File: config.mk
export PLATFORM = sky130hd
export DESIGN_NAME = sorted_unique_table
export DESIGN_NICKNAME = d
export VERILOG_FILES = /design/src/rtl/sut_pkg.sv /design/src/rtl/sut_cell.sv /design/src/rtl/sut_ctrl.sv /design/src/rtl/sorted_unique_table.sv
export SDC_FILE = /design/constraint.sdc
export NUM_CORES = 2
export LEC_CHECK = 0
export BUFFER_PORTS_ARGS = -buffer_cell sky130_fd_sc_hd__buf_2
export CORE_ASPECT_RATIO = 0.75
export CORE_UTILIZATION = 44
export CTS_BUF_LIST = sky130_fd_sc_hd__clkbuf_8
export DETAILED_ROUTE_END_ITERATION = 16
export PLACE_DENSITY_LB_ADDON = 0.2
export SYNTH_ARGS = -nofsm -noshare
export SYNTH_HDL_FRONTEND = slang
export SYNTH_SLANG_ARGS = --single-unit
File: constraint.sdc
create_clock -name clk -period 8.5 [get_ports clk]
set_input_delay 1.7 -clock clk [delete_from_list [all_inputs] [get_ports clk]]
set_output_delay 1.7 -clock clk [all_outputs]
set_load 0.005 [all_outputs]
File: src/rtl/sut_pkg.sv
// ----------------------------------------------------------------------------
// Sorted unique table package
// Shared types and codes for the sorted table and its cells.
// ----------------------------------------------------------------------------
`default_nettype none

package sut_pkg;

	// Wide enough for every entry index and count over the supported depths.
	localparam int PTR_W = 9;

	localparam logic [2:0] CMD_INSERT     = 3'd0;
	localparam logic [2:0] CMD_REMOVE_VAL = 3'd1;
	localparam logic [2:0] CMD_REMOVE_POS = 3'd2;
	localparam logic [2:0] CMD_REPLACE    = 3'd3;
	localparam logic [2:0] CMD_SEARCH     = 3'd4;

	localparam logic [2:0] STS_DONE   = 3'd0;
	localparam logic [2:0] STS_DUP    = 3'd1;
	localparam logic [2:0] STS_MISS   = 3'd2;
	localparam logic [2:0] STS_FULL   = 3'd3;
	localparam logic [2:0] STS_BADPOS = 3'd4;

	typedef enum logic [1:0] {
		ST_IDLE,
		ST_CMP,
		ST_APPLY
	} ctl_state_t;

	typedef enum logic [1:0] {
		SH_HOLD,
		SH_UP,
		SH_DOWN
	} shift_t;

	typedef struct packed {
		logic               en;
		logic signed [31:0] a;
		logic signed [31:0] b;
		logic signed [31:0] key;
	} cmp_bus_t;

	typedef struct packed {
		shift_t             mode;
		logic [PTR_W-1:0]   lo;
		logic [PTR_W-1:0]   hi;
		logic               ld;
		logic [PTR_W-1:0]   ld_at;
		logic signed [31:0] ld_data;
	} cell_op_t;

	typedef struct packed {
		logic eq_a;
		logic eq_b;
		logic lt;
	} cell_flag_t;

endpackage

`default_nettype wire

File: src/rtl/sut_cell.sv
// ----------------------------------------------------------------------------
// Sorted unique table cell
// Holds one entry, compares it against the command operands and moves it
// to or from its neighbors.
// ----------------------------------------------------------------------------
`default_nettype none

module sut_cell #(
	parameter int IDX = 0
) (
	input  wire                    clk,
	input  wire sut_pkg::cmp_bus_t cmp,
	input  wire sut_pkg::cell_op_t op,
	input  wire logic signed [31:0] left_data,
	input  wire logic signed [31:0] right_data,
	output logic signed [31:0]     data,
	output sut_pkg::cell_flag_t    flags
);

	localparam logic [sut_pkg::PTR_W-1:0] MY_IDX = sut_pkg::PTR_W'(IDX);

	logic signed [31:0]  data_q;
	sut_pkg::cell_flag_t flags_q;
	logic                in_range;

	assign in_range = (MY_IDX >= op.lo) && (MY_IDX < op.hi);

	always_ff @(posedge clk) begin
		if (cmp.en) begin
			flags_q.eq_a <= (data_q == cmp.a);
			flags_q.eq_b <= (data_q == cmp.b);
			flags_q.lt   <= (data_q < cmp.key);
		end
		if (op.ld && (op.ld_at == MY_IDX)) begin
			data_q <= op.ld_data;
		end else if (in_range && (op.mode == sut_pkg::SH_UP)) begin
			data_q <= left_data;
		end else if (in_range && (op.mode == sut_pkg::SH_DOWN)) begin
			data_q <= right_data;
		end
	end

	assign data  = data_q;
	assign flags = flags_q;

endmodule

`default_nettype wire

File: src/rtl/sut_ctrl.sv
// ----------------------------------------------------------------------------
// Sorted unique table control
// Takes a command beat, drives the cell compares, decodes the cell flags
// into a shift plan and returns the result beat.
// ----------------------------------------------------------------------------
`default_nettype none

module sut_ctrl #(
	parameter int DEPTH = 16
) (
	input  wire                      clk,
	input  wire                      arst_n,
	input  wire                      s_axis_tvalid,
	output logic                     s_axis_tready,
	input  wire logic [71:0]         s_axis_tdata,
	input  wire logic [2:0]          s_axis_tuser,
	output logic                     m_axis_tvalid,
	input  wire                      m_axis_tready,
	output logic [15:0]              m_axis_tdata,
	output logic [2:0]               m_axis_tuser,
	output sut_pkg::cmp_bus_t        cmp,
	output sut_pkg::cell_op_t        op,
	input  wire logic [DEPTH-1:0]    eq_a,
	input  wire logic [DEPTH-1:0]    eq_b,
	input  wire logic [DEPTH-1:0]    lt
);

	localparam int CW = $clog2(DEPTH + 1);
	localparam int PW = sut_pkg::PTR_W;

	sut_pkg::ctl_state_t state_q, state_d;
	logic [2:0]          cmd_q;
	logic signed [31:0]  val_q, nval_q;
	logic [3:0]          pos_q;
	logic [CW-1:0]       fill_q;
	logic                m_valid_q;
	logic [2:0]          m_status_q;
	logic [3:0]          m_where_q;
	logic [4:0]          m_held_q;

	logic                accept, go, out_free;
	logic [PW-1:0]       fill_w, idx_a, edge_enc, rank, pos_w;
	logic [DEPTH-1:0]    valid, ea, eb, lv;
	logic                hit_a, hit_b, hit_e;
	logic [2:0]          status;
	logic [PW-1:0]       where_w, fill_nx;
	sut_pkg::cell_op_t   plan;

	assign out_free = !m_valid_q || m_axis_tready;
	assign fill_w   = PW'(fill_q);
	assign pos_w    = PW'(pos_q);

	always_comb begin
		idx_a    = '0;
		edge_enc = '0;
		hit_e    = 1'b0;
		for (int i = 0; i < DEPTH; i++) begin
			valid[i] = PW'(i) < fill_w;
			ea[i]    = eq_a[i] & valid[i];
			eb[i]    = eq_b[i] & valid[i];
			lv[i]    = lt[i] & valid[i];
		end
		for (int i = 0; i < DEPTH; i++) begin
			if (ea[i]) begin
				idx_a = idx_a | PW'(i);
			end
			if (lv[i] && ((i == DEPTH - 1) || !lv[(i + 1) % DEPTH])) begin
				edge_enc = edge_enc | PW'(i);
				hit_e    = 1'b1;
			end
		end
		hit_a = |ea;
		hit_b = |eb;
		rank  = hit_e ? edge_enc + PW'(1) : '0;
	end

	always_comb begin
		status       = sut_pkg::STS_DONE;
		where_w      = '0;
		fill_nx      = fill_w;
		plan.mode    = sut_pkg::SH_HOLD;
		plan.lo      = '0;
		plan.hi      = '0;
		plan.ld      = 1'b0;
		plan.ld_at   = '0;
		plan.ld_data = val_q;
		case (cmd_q)
			sut_pkg::CMD_INSERT: begin
				if (hit_a) begin
					status = sut_pkg::STS_DUP;
				end else if (fill_w == PW'(DEPTH)) begin
					status = sut_pkg::STS_FULL;
				end else begin
					plan.mode  = sut_pkg::SH_UP;
					plan.lo    = rank + PW'(1);
					plan.hi    = fill_w + PW'(1);
					plan.ld    = 1'b1;
					plan.ld_at = rank;
					where_w    = rank;
					fill_nx    = fill_w + PW'(1);
				end
			end
			sut_pkg::CMD_REMOVE_VAL: begin
				if (!hit_a) begin
					status = sut_pkg::STS_MISS;
				end else begin
					plan.mode = sut_pkg::SH_DOWN;
					plan.lo   = idx_a;
					plan.hi   = fill_w - PW'(1);
					where_w   = idx_a;
					fill_nx   = fill_w - PW'(1);
				end
			end
			sut_pkg::CMD_REMOVE_POS: begin
				if (pos_w >= fill_w) begin
					status = sut_pkg::STS_BADPOS;
				end else begin
					plan.mode = sut_pkg::SH_DOWN;
					plan.lo   = pos_w;
					plan.hi   = fill_w - PW'(1);
					where_w   = pos_w;
					fill_nx   = fill_w - PW'(1);
				end
			end
			sut_pkg::CMD_REPLACE: begin
				plan.ld_data = nval_q;
				if (!hit_a) begin
					status = sut_pkg::STS_MISS;
				end else if (hit_b) begin
					status = sut_pkg::STS_DUP;
				end else if (idx_a < rank) begin
					plan.mode  = sut_pkg::SH_DOWN;
					plan.lo    = idx_a;
					plan.hi    = rank - PW'(1);
					plan.ld    = 1'b1;
					plan.ld_at = rank - PW'(1);
					where_w    = rank - PW'(1);
				end else begin
					plan.mode  = sut_pkg::SH_UP;
					plan.lo    = rank + PW'(1);
					plan.hi    = idx_a + PW'(1);
					plan.ld    = 1'b1;
					plan.ld_at = rank;
					where_w    = rank;
				end
			end
			sut_pkg::CMD_SEARCH: begin
				if (!hit_a) begin
					status = sut_pkg::STS_MISS;
				end else begin
					where_w = idx_a;
				end
			end
			default: begin
			end
		endcase
	end

	always_comb begin
		state_d       = state_q;
		s_axis_tready = 1'b0;
		accept        = 1'b0;
		go            = 1'b0;
		cmp.en        = 1'b0;
		cmp.a         = val_q;
		cmp.b         = nval_q;
		cmp.key       = (cmd_q == sut_pkg::CMD_REPLACE) ? nval_q : val_q;
		case (state_q)
			sut_pkg::ST_IDLE: begin
				s_axis_tready = 1'b1;
				if (s_axis_tvalid) begin
					accept  = 1'b1;
					state_d = sut_pkg::ST_CMP;
				end
			end
			sut_pkg::ST_CMP: begin
				cmp.en  = 1'b1;
				state_d = sut_pkg::ST_APPLY;
			end
			sut_pkg::ST_APPLY: begin
				if (out_free) begin
					go      = 1'b1;
					state_d = sut_pkg::ST_IDLE;
				end
			end
			default: begin
				state_d = sut_pkg::ST_IDLE;
			end
		endcase
		op = plan;
		if (!go) begin
			op.mode = sut_pkg::SH_HOLD;
			op.ld   = 1'b0;
		end
	end

	always_ff @(posedge clk or negedge arst_n) begin
		if (!arst_n) begin
			state_q   <= sut_pkg::ST_IDLE;
			fill_q    <= '0;
			m_valid_q <= 1'b0;
		end else begin
			state_q <= state_d;
			if (go) begin
				fill_q    <= CW'(fill_nx);
				m_valid_q <= 1'b1;
			end else if (m_axis_tready) begin
				m_valid_q <= 1'b0;
			end
		end
	end

	always_ff @(posedge clk) begin
		if (accept) begin
			cmd_q  <= s_axis_tuser;
			val_q  <= s_axis_tdata[31:0];
			nval_q <= s_axis_tdata[63:32];
			pos_q  <= s_axis_tdata[67:64];
		end
		if (go) begin
			m_status_q <= status;
			m_where_q  <= (status == sut_pkg::STS_DONE) ? where_w[3:0] : 4'd0;
			m_held_q   <= fill_nx[4:0];
		end
	end

	assign m_axis_tvalid = m_valid_q;
	assign m_axis_tuser  = m_status_q;
	assign m_axis_tdata  = {7'd0, m_held_q, m_where_q};

endmodule

`default_nettype wire

File: src/rtl/sorted_unique_table.sv
// ----------------------------------------------------------------------------
// Sorted unique table
// Up to DEPTH distinct signed 32-bit values kept in ascending order.
// ----------------------------------------------------------------------------
// Each command goes through these steps from its input beat to its result
// beat: the beat is captured, every cell compares its entry with the
// operands, and the control decodes the cell flags while the cells in the
// planned range shift toward their neighbors at once. A new command beat
// is taken as soon as the previous one has moved its result into the output
// register, so no new command is taken while another is still in flight.
// The result beat waits while the output is stalled. Entries beyond the
// count are never read, so the table needs no clearing after reset.
`default_nettype none

module sorted_unique_table #(
	parameter int DEPTH = 16
) (
	input  wire               clk,
	input  wire               arst_n,
	input  wire               s_axis_tvalid,
	output logic              s_axis_tready,
	// value [31:0], new_value [63:32], position [67:64], zero [71:68]
	input  wire logic [71:0]  s_axis_tdata,
	// command [2:0]
	input  wire logic [2:0]   s_axis_tuser,
	output logic              m_axis_tvalid,
	input  wire               m_axis_tready,
	// where [3:0], entries_held [8:4], zero [15:9]
	output logic [15:0]       m_axis_tdata,
	// status [2:0]
	output logic [2:0]        m_axis_tuser
);

	sut_pkg::cmp_bus_t   cmp;
	sut_pkg::cell_op_t   op;
	sut_pkg::cell_flag_t flags [DEPTH];
	logic signed [31:0]  data  [DEPTH];
	logic [DEPTH-1:0]    eq_a, eq_b, lt;

	sut_ctrl #(
		.DEPTH(DEPTH)
	) u_ctrl (
		.clk          (clk),
		.arst_n       (arst_n),
		.s_axis_tvalid(s_axis_tvalid),
		.s_axis_tready(s_axis_tready),
		.s_axis_tdata (s_axis_tdata),
		.s_axis_tuser (s_axis_tuser),
		.m_axis_tvalid(m_axis_tvalid),
		.m_axis_tready(m_axis_tready),
		.m_axis_tdata (m_axis_tdata),
		.m_axis_tuser (m_axis_tuser),
		.cmp          (cmp),
		.op           (op),
		.eq_a         (eq_a),
		.eq_b         (eq_b),
		.lt           (lt)
	);

	for (genvar i = 0; i < DEPTH; i++) begin : g_cell
		logic signed [31:0] left_d, right_d;

		if (i == 0) begin : g_first
			assign left_d = '0;
		end else begin : g_mid_l
			assign left_d = data[i-1];
		end
		if (i == DEPTH - 1) begin : g_last
			assign right_d = '0;
		end else begin : g_mid_r
			assign right_d = data[i+1];
		end

		sut_cell #(
			.IDX(i)
		) u_cell (
			.clk       (clk),
			.cmp       (cmp),
			.op        (op),
			.left_data (left_d),
			.right_data(right_d),
			.data      (data[i]),
			.flags     (flags[i])
		);

		assign eq_a[i] = flags[i].eq_a;
		assign eq_b[i] = flags[i].eq_b;
		assign lt[i]   = flags[i].lt;
	end

endmodule

`default_nettype wire

* Word level (Yosys, flattened, before mapping)
Cells that the tools add are included.
** Storage, ports and cells
- Register bits after elaboration :: 651
- Latch bits :: 0
- Memory bits (writable) :: 0
- Bits in read-only memories :: 0
- Input bits :: 79
- Output and inout port bits :: 21
- Word-level logic and storage cells :: 511
- Memories kept :: 0
** Operators by class
- $add $sub $neg :: 6
- Multipliers :: 0
- Div/mod/pow operators :: 0
- Order comparisons :: 66
- Equality and inequality tests :: 58
- Shift-type cells :: 0
- Muxes and demuxes :: 138
- Bitwise operators :: 48
- Reduce and logical (&&, ||, !) cells :: 121
** Operators with widths (count)
- two-way mux 32 bit :: 49
- equality test 32 bit :: 32
- less-than comparator 32 bit :: 16
- two-way mux 4 bit :: 23
- two-way mux 30 bit :: 3
- case mux 20 bit (4 select lines) :: 1
- logical AND 1 bit :: 79
- equality test 9 x 4 -> 1 bit (second input constant) :: 8
- >= comparator 4 x 9 -> 1 bit (first input constant) :: 8
- less-than comparator 4 x 9 -> 1 bit (first input constant) :: 8
- two-way mux 29 bit :: 2
- AND 1 bit :: 48
- nonzero test 3 bit :: 16
- less-than comparator 4 x 5 -> 1 bit (first input constant) :: 8
- two-way mux 20 bit :: 2
- equality test 9 x 3 -> 1 bit (second input constant) :: 4
- >= comparator 3 x 9 -> 1 bit (first input constant) :: 4
- less-than comparator 3 x 9 -> 1 bit (first input constant) :: 4
- two-way mux 3 bit :: 11
- OR reduction 16 bit :: 2
- two-way mux 1 bit :: 28
- adder 9 x 1 -> 9 bit (second input constant) :: 3
- less-than comparator 3 x 5 -> 1 bit (first input constant) :: 4
- two-way mux 5 bit :: 4
- other kinds (36) :: 70

* Longest topological paths before layout
- Depth after elaboration :: 32
- Mapped depth :: 29
- Depth with buffers taken out :: 23

* Hierarchy
A second synthesis with hierarchy kept.
** Unflattened totals
- Cells, all modules :: 6190
- Area, all modules :: 58955.3 um^2
** By module, submodules not included
- sut_cell (g_cell[2].u_cell ...) :: times used 2, cells an instance 355, area each 3303.2 um^2, sequential area each 1051.0 um^2
- sut_ctrl :: times used 1, cells an instance 562, area each 5965.7 um^2, sequential area each 2692.6 um^2
- sut_cell (g_cell[10].u_cell) :: times used 1, cells an instance 349, area each 3337.0 um^2, sequential area each 1051.0 um^2
- sut_cell (g_cell[1].u_cell) :: times used 1, cells an instance 348, area each 3335.7 um^2, sequential area each 1051.0 um^2
- sut_cell (g_cell[5].u_cell) :: times used 1, cells an instance 348, area each 3331.9 um^2, sequential area each 1051.0 um^2
- sut_cell (g_cell[7].u_cell) :: times used 1, cells an instance 346, area each 3326.9 um^2, sequential area each 1051.0 um^2
- sut_cell (g_cell[0].u_cell) :: times used 1, cells an instance 356, area each 3320.7 um^2, sequential area each 1051.0 um^2
- sut_cell (g_cell[11].u_cell) :: times used 1, cells an instance 349, area each 3320.7 um^2, sequential area each 1051.0 um^2
- sut_cell (g_cell[15].u_cell) :: times used 1, cells an instance 351, area each 3319.4 um^2, sequential area each 1051.0 um^2
- sut_cell (g_cell[6].u_cell) :: times used 1, cells an instance 356, area each 3315.7 um^2, sequential area each 1051.0 um^2
- sut_cell (g_cell[8].u_cell) :: times used 1, cells an instance 350, area each 3311.9 um^2, sequential area each 1051.0 um^2
- sut_cell (g_cell[12].u_cell) :: times used 1, cells an instance 357, area each 3303.2 um^2, sequential area each 1051.0 um^2
- sut_cell (g_cell[14].u_cell) :: times used 1, cells an instance 356, area each 3301.9 um^2, sequential area each 1051.0 um^2
- sut_cell (g_cell[3].u_cell) :: times used 1, cells an instance 353, area each 3293.2 um^2, sequential area each 1051.0 um^2
- 3 more rows

* Worst setup path before layout
Ideal clock, no wire load.
- Kind :: register -> register
- From :: reg u_ctrl.fill_q[1]
- To :: reg g_cell[2].u_cell.data_q[0] (enable)
- Setup time :: 0.470 ns
- Data arrival time :: 7.587 ns
- Data required time :: 8.030 ns
- Setup slack :: 0.443 ns
- Cell stages (with the launch flop) :: 25
- Buffers on the path :: 3
- Period minus slack after synthesis :: 8.057 ns
- Path through :: dfrtp_1 -> buf_2 -> buf_2 -> buf_1 -> inv_1 -> ha_1 -> nor2_1 -> o221a_1 -> nor4bb_1 -> and3_2 -> inv_2 -> ha_1 -> a2111oi_0 -> nand2_1 -> o211ai_2 -> ha_1 -> a21o_1 -> a21oi_1 -> nand4_1 -> a211oi_2 -> o31ai_1 -> a221oi_1 -> and2_1 -> nand2_1 -> o31ai_1
** Between the ends
- Word-level cells in the longest chain between the ends :: 30
- Elaborated cells between the ends (all ways) :: 173
- Those cells by class :: 6 x add/sub; 20 x order compare; 4 x eq/ne; 58 x mux; 48 x bitwise; 37 x reduce/logical
** Ends and longest elaborated chain
- start, declared :: line sut_ctrl.sv:35 : logic [CW-1:0] fill_q;
- start signal, assigned :: line sut_ctrl.sv:205 : fill_q <= CW'(fill_nx);
- less-than comparator 2 x 5 -> 1 bit / less-than comparator 1 x 5 -> 1 bit (equally long branches) :: line sut_ctrl.sv:58 : valid[i] = PW'(i) < fill_w;
- AND 1 bit :: line sut_ctrl.sv:61 : lv[i] = lt[i] & valid[i];
- logical NOT 1 bit :: line sut_ctrl.sv:67 : if (lv[i] && ((i == DEPTH - 1) || !lv[(i + 1) % DEPTH])) begin
- logical AND 1 bit :: line sut_ctrl.sv:67
- two-way mux 1 bit :: line sut_ctrl.sv:67
- two-way mux 2 bit / two-way mux 1 bit (equally long branches) (2 in a row) :: line sut_ctrl.sv:67
- two-way mux 3 bit / two-way mux 1 bit (equally long branches) (4 in a row) :: line sut_ctrl.sv:67
- two-way mux 4 bit / two-way mux 1 bit (equally long branches) (8 in a row) :: line sut_ctrl.sv:67
- (+3 left out)
- two-way mux 30 bit :: line sut_ctrl.sv:131 : end else if (idx_a < rank) begin
- two-way mux 30 bit :: line sut_ctrl.sv:129 : end else if (hit_b) begin
- two-way mux 30 bit :: line sut_ctrl.sv:127 : if (!hit_a) begin
- case mux 20 bit (4 select lines) :: line sut_ctrl.sv:87 : case (cmd_q)
- >= comparator 2 x 9 -> 1 bit (tied with other cells) :: line sut_cell.sv:26 : assign in_range = (MY_IDX >= op.lo) && (MY_IDX < op.hi);
- logical AND 1 bit (tied with other cells) :: line sut_cell.sv:26
- logical AND 1 bit (on tied branches) :: line sut_cell.sv:38, sut_cell.sv:36
- nonzero test 3 bit (no source line) *
- end signal, assigned :: line sut_cell.sv:35 : data_q <= op.ld_data;
- end signal, assigned :: line sut_cell.sv:37 : data_q <= left_data;
- end signal, assigned :: line sut_cell.sv:39 : data_q <= right_data;
- end, declared :: line sut_cell.sv:22 : logic signed [31:0] data_q;
Mark *: on every way between the ends. The rest lies on a longest branch, timed or not.
A chain may end at the register's enable or synchronous reset.

* Worst setup path in the final report
- From :: reg u_ctrl.fill_q[0]
- To :: reg g_cell[7].u_cell.data_q[2] (data pin)
** Between the ends
- Word-level cells in the longest chain between the ends :: 31
- Elaborated cells between the ends (all ways) :: 172
- Those cells by class :: 6 x add/sub; 20 x order compare; 3 x eq/ne; 60 x mux; 48 x bitwise; 35 x reduce/logical
** Ends and longest elaborated chain
- less-than comparator 2 x 5 -> 1 bit / less-than comparator 1 x 5 -> 1 bit (equally long branches) :: line sut_ctrl.sv:58
- AND 1 bit :: line sut_ctrl.sv:61
- logical NOT 1 bit :: line sut_ctrl.sv:67
- logical AND 1 bit :: line sut_ctrl.sv:67
- two-way mux 1 bit :: line sut_ctrl.sv:67
- two-way mux 2 bit / two-way mux 1 bit (equally long branches) (2 in a row) :: line sut_ctrl.sv:67
- two-way mux 3 bit / two-way mux 1 bit (equally long branches) (4 in a row) :: line sut_ctrl.sv:67
- two-way mux 4 bit / two-way mux 1 bit (equally long branches) (8 in a row) :: line sut_ctrl.sv:67
- (+4 left out)
- two-way mux 30 bit :: line sut_ctrl.sv:129
- two-way mux 30 bit :: line sut_ctrl.sv:127
- case mux 20 bit (4 select lines) :: line sut_ctrl.sv:87
- >= comparator 3 x 9 -> 1 bit (tied with other cells) :: line sut_cell.sv:26
- logical AND 1 bit / equality test 2 x 1 -> 1 bit (equally long branches) :: line sut_cell.sv:26, sut_cell.sv:36
- logical AND 1 bit :: line sut_cell.sv:36 : end else if (in_range && (op.mode == sut_pkg::SH_UP)) begin
- two-way mux 32 bit :: line sut_cell.sv:36
- two-way mux 32 bit * :: line sut_cell.sv:34 : if (op.ld && (op.ld_at == MY_IDX)) begin
- end signal, assigned :: line sut_cell.sv:35
- end signal, assigned :: line sut_cell.sv:37
- end signal, assigned :: line sut_cell.sv:39
- end, declared :: line sut_cell.sv:22
Marks and branches as above.

==> impl_metrics.env <==
export IMPL_critPathKind="reg -> reg"
export IMPL_power_leakage_nw=26.1
export IMPL_synth_simple_gate_area_share_pct=9.41
export IMPL_tightest_slew_ns=1.34
export IMPL_crit_chain="inv_1, ha_1, nor2_1, o221a_1, nor4bb_1, and3_2, inv_2, ha_1, a2111oi_0, nand2_1, o211ai_2, ha_1, a21o_1, a21oi_1, nand4_1, a211o_1, nand2_1, a31oi_1, o31ai_2, or3_1, nand3_2, buf_4, mux2i_1, mux2i_1"
export IMPL_min_period_ns=7.87
export IMPL_final_area_um2=61100
export IMPL_slew_headroom_pct=10.0
export IMPL_worstReg2RegStart="u_ctrl.fill_q[0]"
export IMPL_rows=112
export IMPL_synth_xor_area_share_pct=16.2
export IMPL_hold_violations=0
export IMPL_ys_seq_elements=651
export IMPL_clk_path_buf_depth=3
export IMPL_drt_iter0_markers=7844
export IMPL_whs_ns=0.550
export IMPL_drtAntennaViolNets=0
export IMPL_post_route_period_util_pct=92.6
export IMPL_syn_cell_area_um2=55700
export IMPL_postPlaceCellArea_um2=58700
export IMPL_syn_inst=5133
export IMPL_synthMuxAreaShare_pct=15.6
export IMPL_die_h_um=310
export IMPL_core_um2=125000
export IMPL_timing_critical_path_buf_inv=3
export IMPL_synth_top_area_share_pct=34.7
export IMPL_io_pins=100
export IMPL_finalNonFillerCells=6963
export IMPL_pre_cts_slack_ns=0.837
export IMPL_place_congestion=1.03
export IMPL_synth_top_area_cell="edfxtp_1"
export IMPL_fin_skew_ns=0.0761
export IMPL_dieWidth_um=413
export IMPL_cp_slowest_cell="o31ai_2"
export IMPL_rsz0062_at_grt="no"
export IMPL_hold_path_startpoint="u_ctrl.m_axis_tvalid"
export IMPL_cts_tree="built"
export IMPL_drv_slew=0
export IMPL_antenna_found_initial=18
export IMPL_utilization_pct=48.9
export IMPL_synth_compound_area_share_pct=9.25
export IMPL_routedWlPerCell_um=39.5
export IMPL_routed_wl_um=275000
export IMPL_dp_cells=6742
export IMPL_fin_ws_ns=0.626
export IMPL_cpMostUsedCell="ha_1"
export IMPL_slowest_delay_ns=0.71
export IMPL_cp_max_fo=20
export IMPL_rrSetupSlack_ns=0.63
export IMPL_yosysUniqueCellTypes=92
export IMPL_vias=48000
export IMPL_post_cts_resized=0
export IMPL_grt_pass1_vias=43900
export IMPL_track_usage_pct=41.9
export IMPL_synth_most_common_cell="xor2_1"
export IMPL_first_pass_iters=10
export IMPL_async_flop_share_pct=1.23
export IMPL_overflow=0
export IMPL_clk_latency_ns=0.92
export IMPL_die_area_um2=128000
export IMPL_drc_errors=0
export IMPL_fin_nets=5800
export IMPL_synthToLayoutAreaGrowth_pct=9.72
export IMPL_reg2reg_depth=24
export IMPL_tns_ns=0
export IMPL_viasPerCell=6.89
export IMPL_hpwl_um=197000
export IMPL_fmax_mhz=127
export IMPL_initial_core_util_pct=44.6
export IMPL_post_cts_buffers=0
export IMPL_holdCritPathClass="reg -> reg"
export IMPL_yosysSeqAreaShare_pct=35.0
export IMPL_synth_area_top_cells="edfxtp_1 (35%), xor2_1 (16%), mux2i_1 (16%)"
export IMPL_min_to="u_ctrl.m_axis_tvalid"
export IMPL_n_fill_cell=11500
export IMPL_vdd_drop_max_mv=0.120
export IMPL_htree_levels=3
export IMPL_p_total_mw=11.8
export IMPL_setup_viol=0
export IMPL_avgSynthCellArea_um2=10.9
export IMPL_io_buffers=88
export IMPL_drv_cap=0
export IMPL_powerDensity_nw_per_um2=193
export IMPL_drive_gt1_share_pct=9.93
export IMPL_synthFlopType="edfxtp_1"
export IMPL_cts_sinks=651
export IMPL_synthAdderAreaFrac_pct=11.6
export IMPL_cts_buffers=115
export IMPL_cp_required_ns=9.07
export IMPL_ff_latch_area_um2=19500
export IMPL_synth_common_cells="xor2_1 (1026), mux2i_1 (866), edfxtp_1 (643), ha_1 (515), nor4_1 (263)"
export IMPL_ys_warn_count=0
export IMPL_synth_top_family_by_area="XOR/XNOR gates"
export IMPL_cp_end_kind="flop"
export IMPL_cts_root_buf="clkbuf_8"
export IMPL_holdPathStages=2
export IMPL_cts_hold_buf=0
export IMPL_grt_max_degree=65
export IMPL_timing_rr_end="g_cell[7].u_cell.data[2]"
export IMPL_worstPathArrival_ns=8.44
export IMPL_multi_input_area_um2=35200
export IMPL_clkTransAtPathRegs_ns=0.07
export IMPL_outcome="finished, final reports clean"
export IMPL_synth_edf_count=643
export IMPL_grt_pass1_wl_um=369000
export IMPL_startpoint_type="flop"
export IMPL_critPathTopFamily="simple AND/OR/NAND/NOR gates"
worst reg2reg max path: stages (launching register included):
cell,delay [ns]
dfrtp_1,0.57
inv_1,0.29
ha_1,0.28
nor2_1,0.13
o221a_1,0.27
nor4bb_1,0.37
and3_2,0.30
inv_2,0.08
ha_1,0.26
a2111oi_0,0.45
nand2_1,0.19
o211ai_2,0.18
ha_1,0.32
a21o_1,0.16
a21oi_1,0.14
nand4_1,0.21
a211o_1,0.43
nand2_1,0.24
a31oi_1,0.11
o31ai_2,0.71
or3_1,0.36
nand3_2,0.71
buf_4,0.54
mux2i_1,0.19
mux2i_1,0.11
placed cells by master (no fill, tap or decap), types with 21 or more instances in the layout:
cell type and n:
a21o_1 53, a21oi_1 161, a22oi_1 39, a31oi_1 51, buf_2 88, buf_4 180, clkbuf_8 116, clkinv_1 31
edfxtp_1 643, ha_1 515, inv_1 59, mux2i_1 834, mux2i_4 32, nand2_1 101, nand2b_1 77, nand3_1 32
nand4_1 153, nor2_1 110, nor2b_1 91, nor3_1 21, nor4_1 263, o21a_1 78, o21ai_0 176, o21ai_1 40
o2bb2ai_1 33, xor2_1 1026
flip-flops by register name (all words and copies together) (netlist names), 4 cells and up:
register             count
u_ctrl.m_where_q         4
g_cell.u_cell.data     512
u_ctrl.pos_q             4
u_ctrl.m_held_q          5
u_ctrl.fill_q            5
u_ctrl.val_q            32
u_ctrl.nval_q           32
g_cell.u_cell.flags     48
where the power goes:
group / switching, mW / internal [mW] / leakage, nW
clock: 1.56 / 1.61 / 1.28
combinational: 3.16 / 1.40 / 18.8
sequential: 0.293 / 3.74 / 6.02
total: 5.01 / 6.76 / 26.1
kinds of logic (layout without fill, tap and decap cells):
family,Yosys count,in the layout
compound gates,785,785
xor+xnor,1032,1032
fa+ha+maj,515,515
buf+inv,358,515
flops,651,651
mux,869,869
other cells,1,21
simple gates,922,922
layout make-up:
| cell class | count | share of cell area [%] |
|---|---|---|
| well taps | 1653 | 3.38 |
| flip-flops and latches | 651 | 31.9 |
| multi-input cells | 4130 | 57.6 |
| clock buffers | 116 | 2.61 |
| repair buffers | 269 | 2.96 |
| inverters | 39 | 0.240 |
| diodes | 14 | 0.0573 |
| clock inverters | 91 | 1.19 |
routing by layer:
metal	up-vias	share of wire, %	track usage, %
li1	19500	-	-
met1	23700	41	58.5
met2	3991	36	52.8
met3	762	18	23.9
met4	38	3.7	11.9
met5	-	0.47	6.00
worst max-delay path by stage:
| stage | start | end | slack [ns] | cells after the start |
|---|---|---|---|---|
| 6_report | u_ctrl.fill_q[0] | g_cell[7].u_cell.data[2] | 0.63 | 24 |
| 5_1_grt | u_ctrl.fill_q[0] | g_cell[7].u_cell.data[2] | 0.25 | 24 |
| 4_1_cts | u_ctrl.fill_q[0] | g_cell[7].u_cell.data[2] | 0.75 | 24 |
| 3_5_place_dp | u_ctrl.fill_q[0] | g_cell[7].u_cell.data[12] | 0.84 | 24 |
| 3_3_place_gp | u_ctrl.fill_q[0] | g_cell[7].u_cell.data[1] | 0.84 | 24 |
| 2_1_floorplan | u_ctrl.fill_q[1] | g_cell[2].u_cell.data[0] | 0.44 | 24 |
Note: power is estimated with default switching activity, not from simulation.
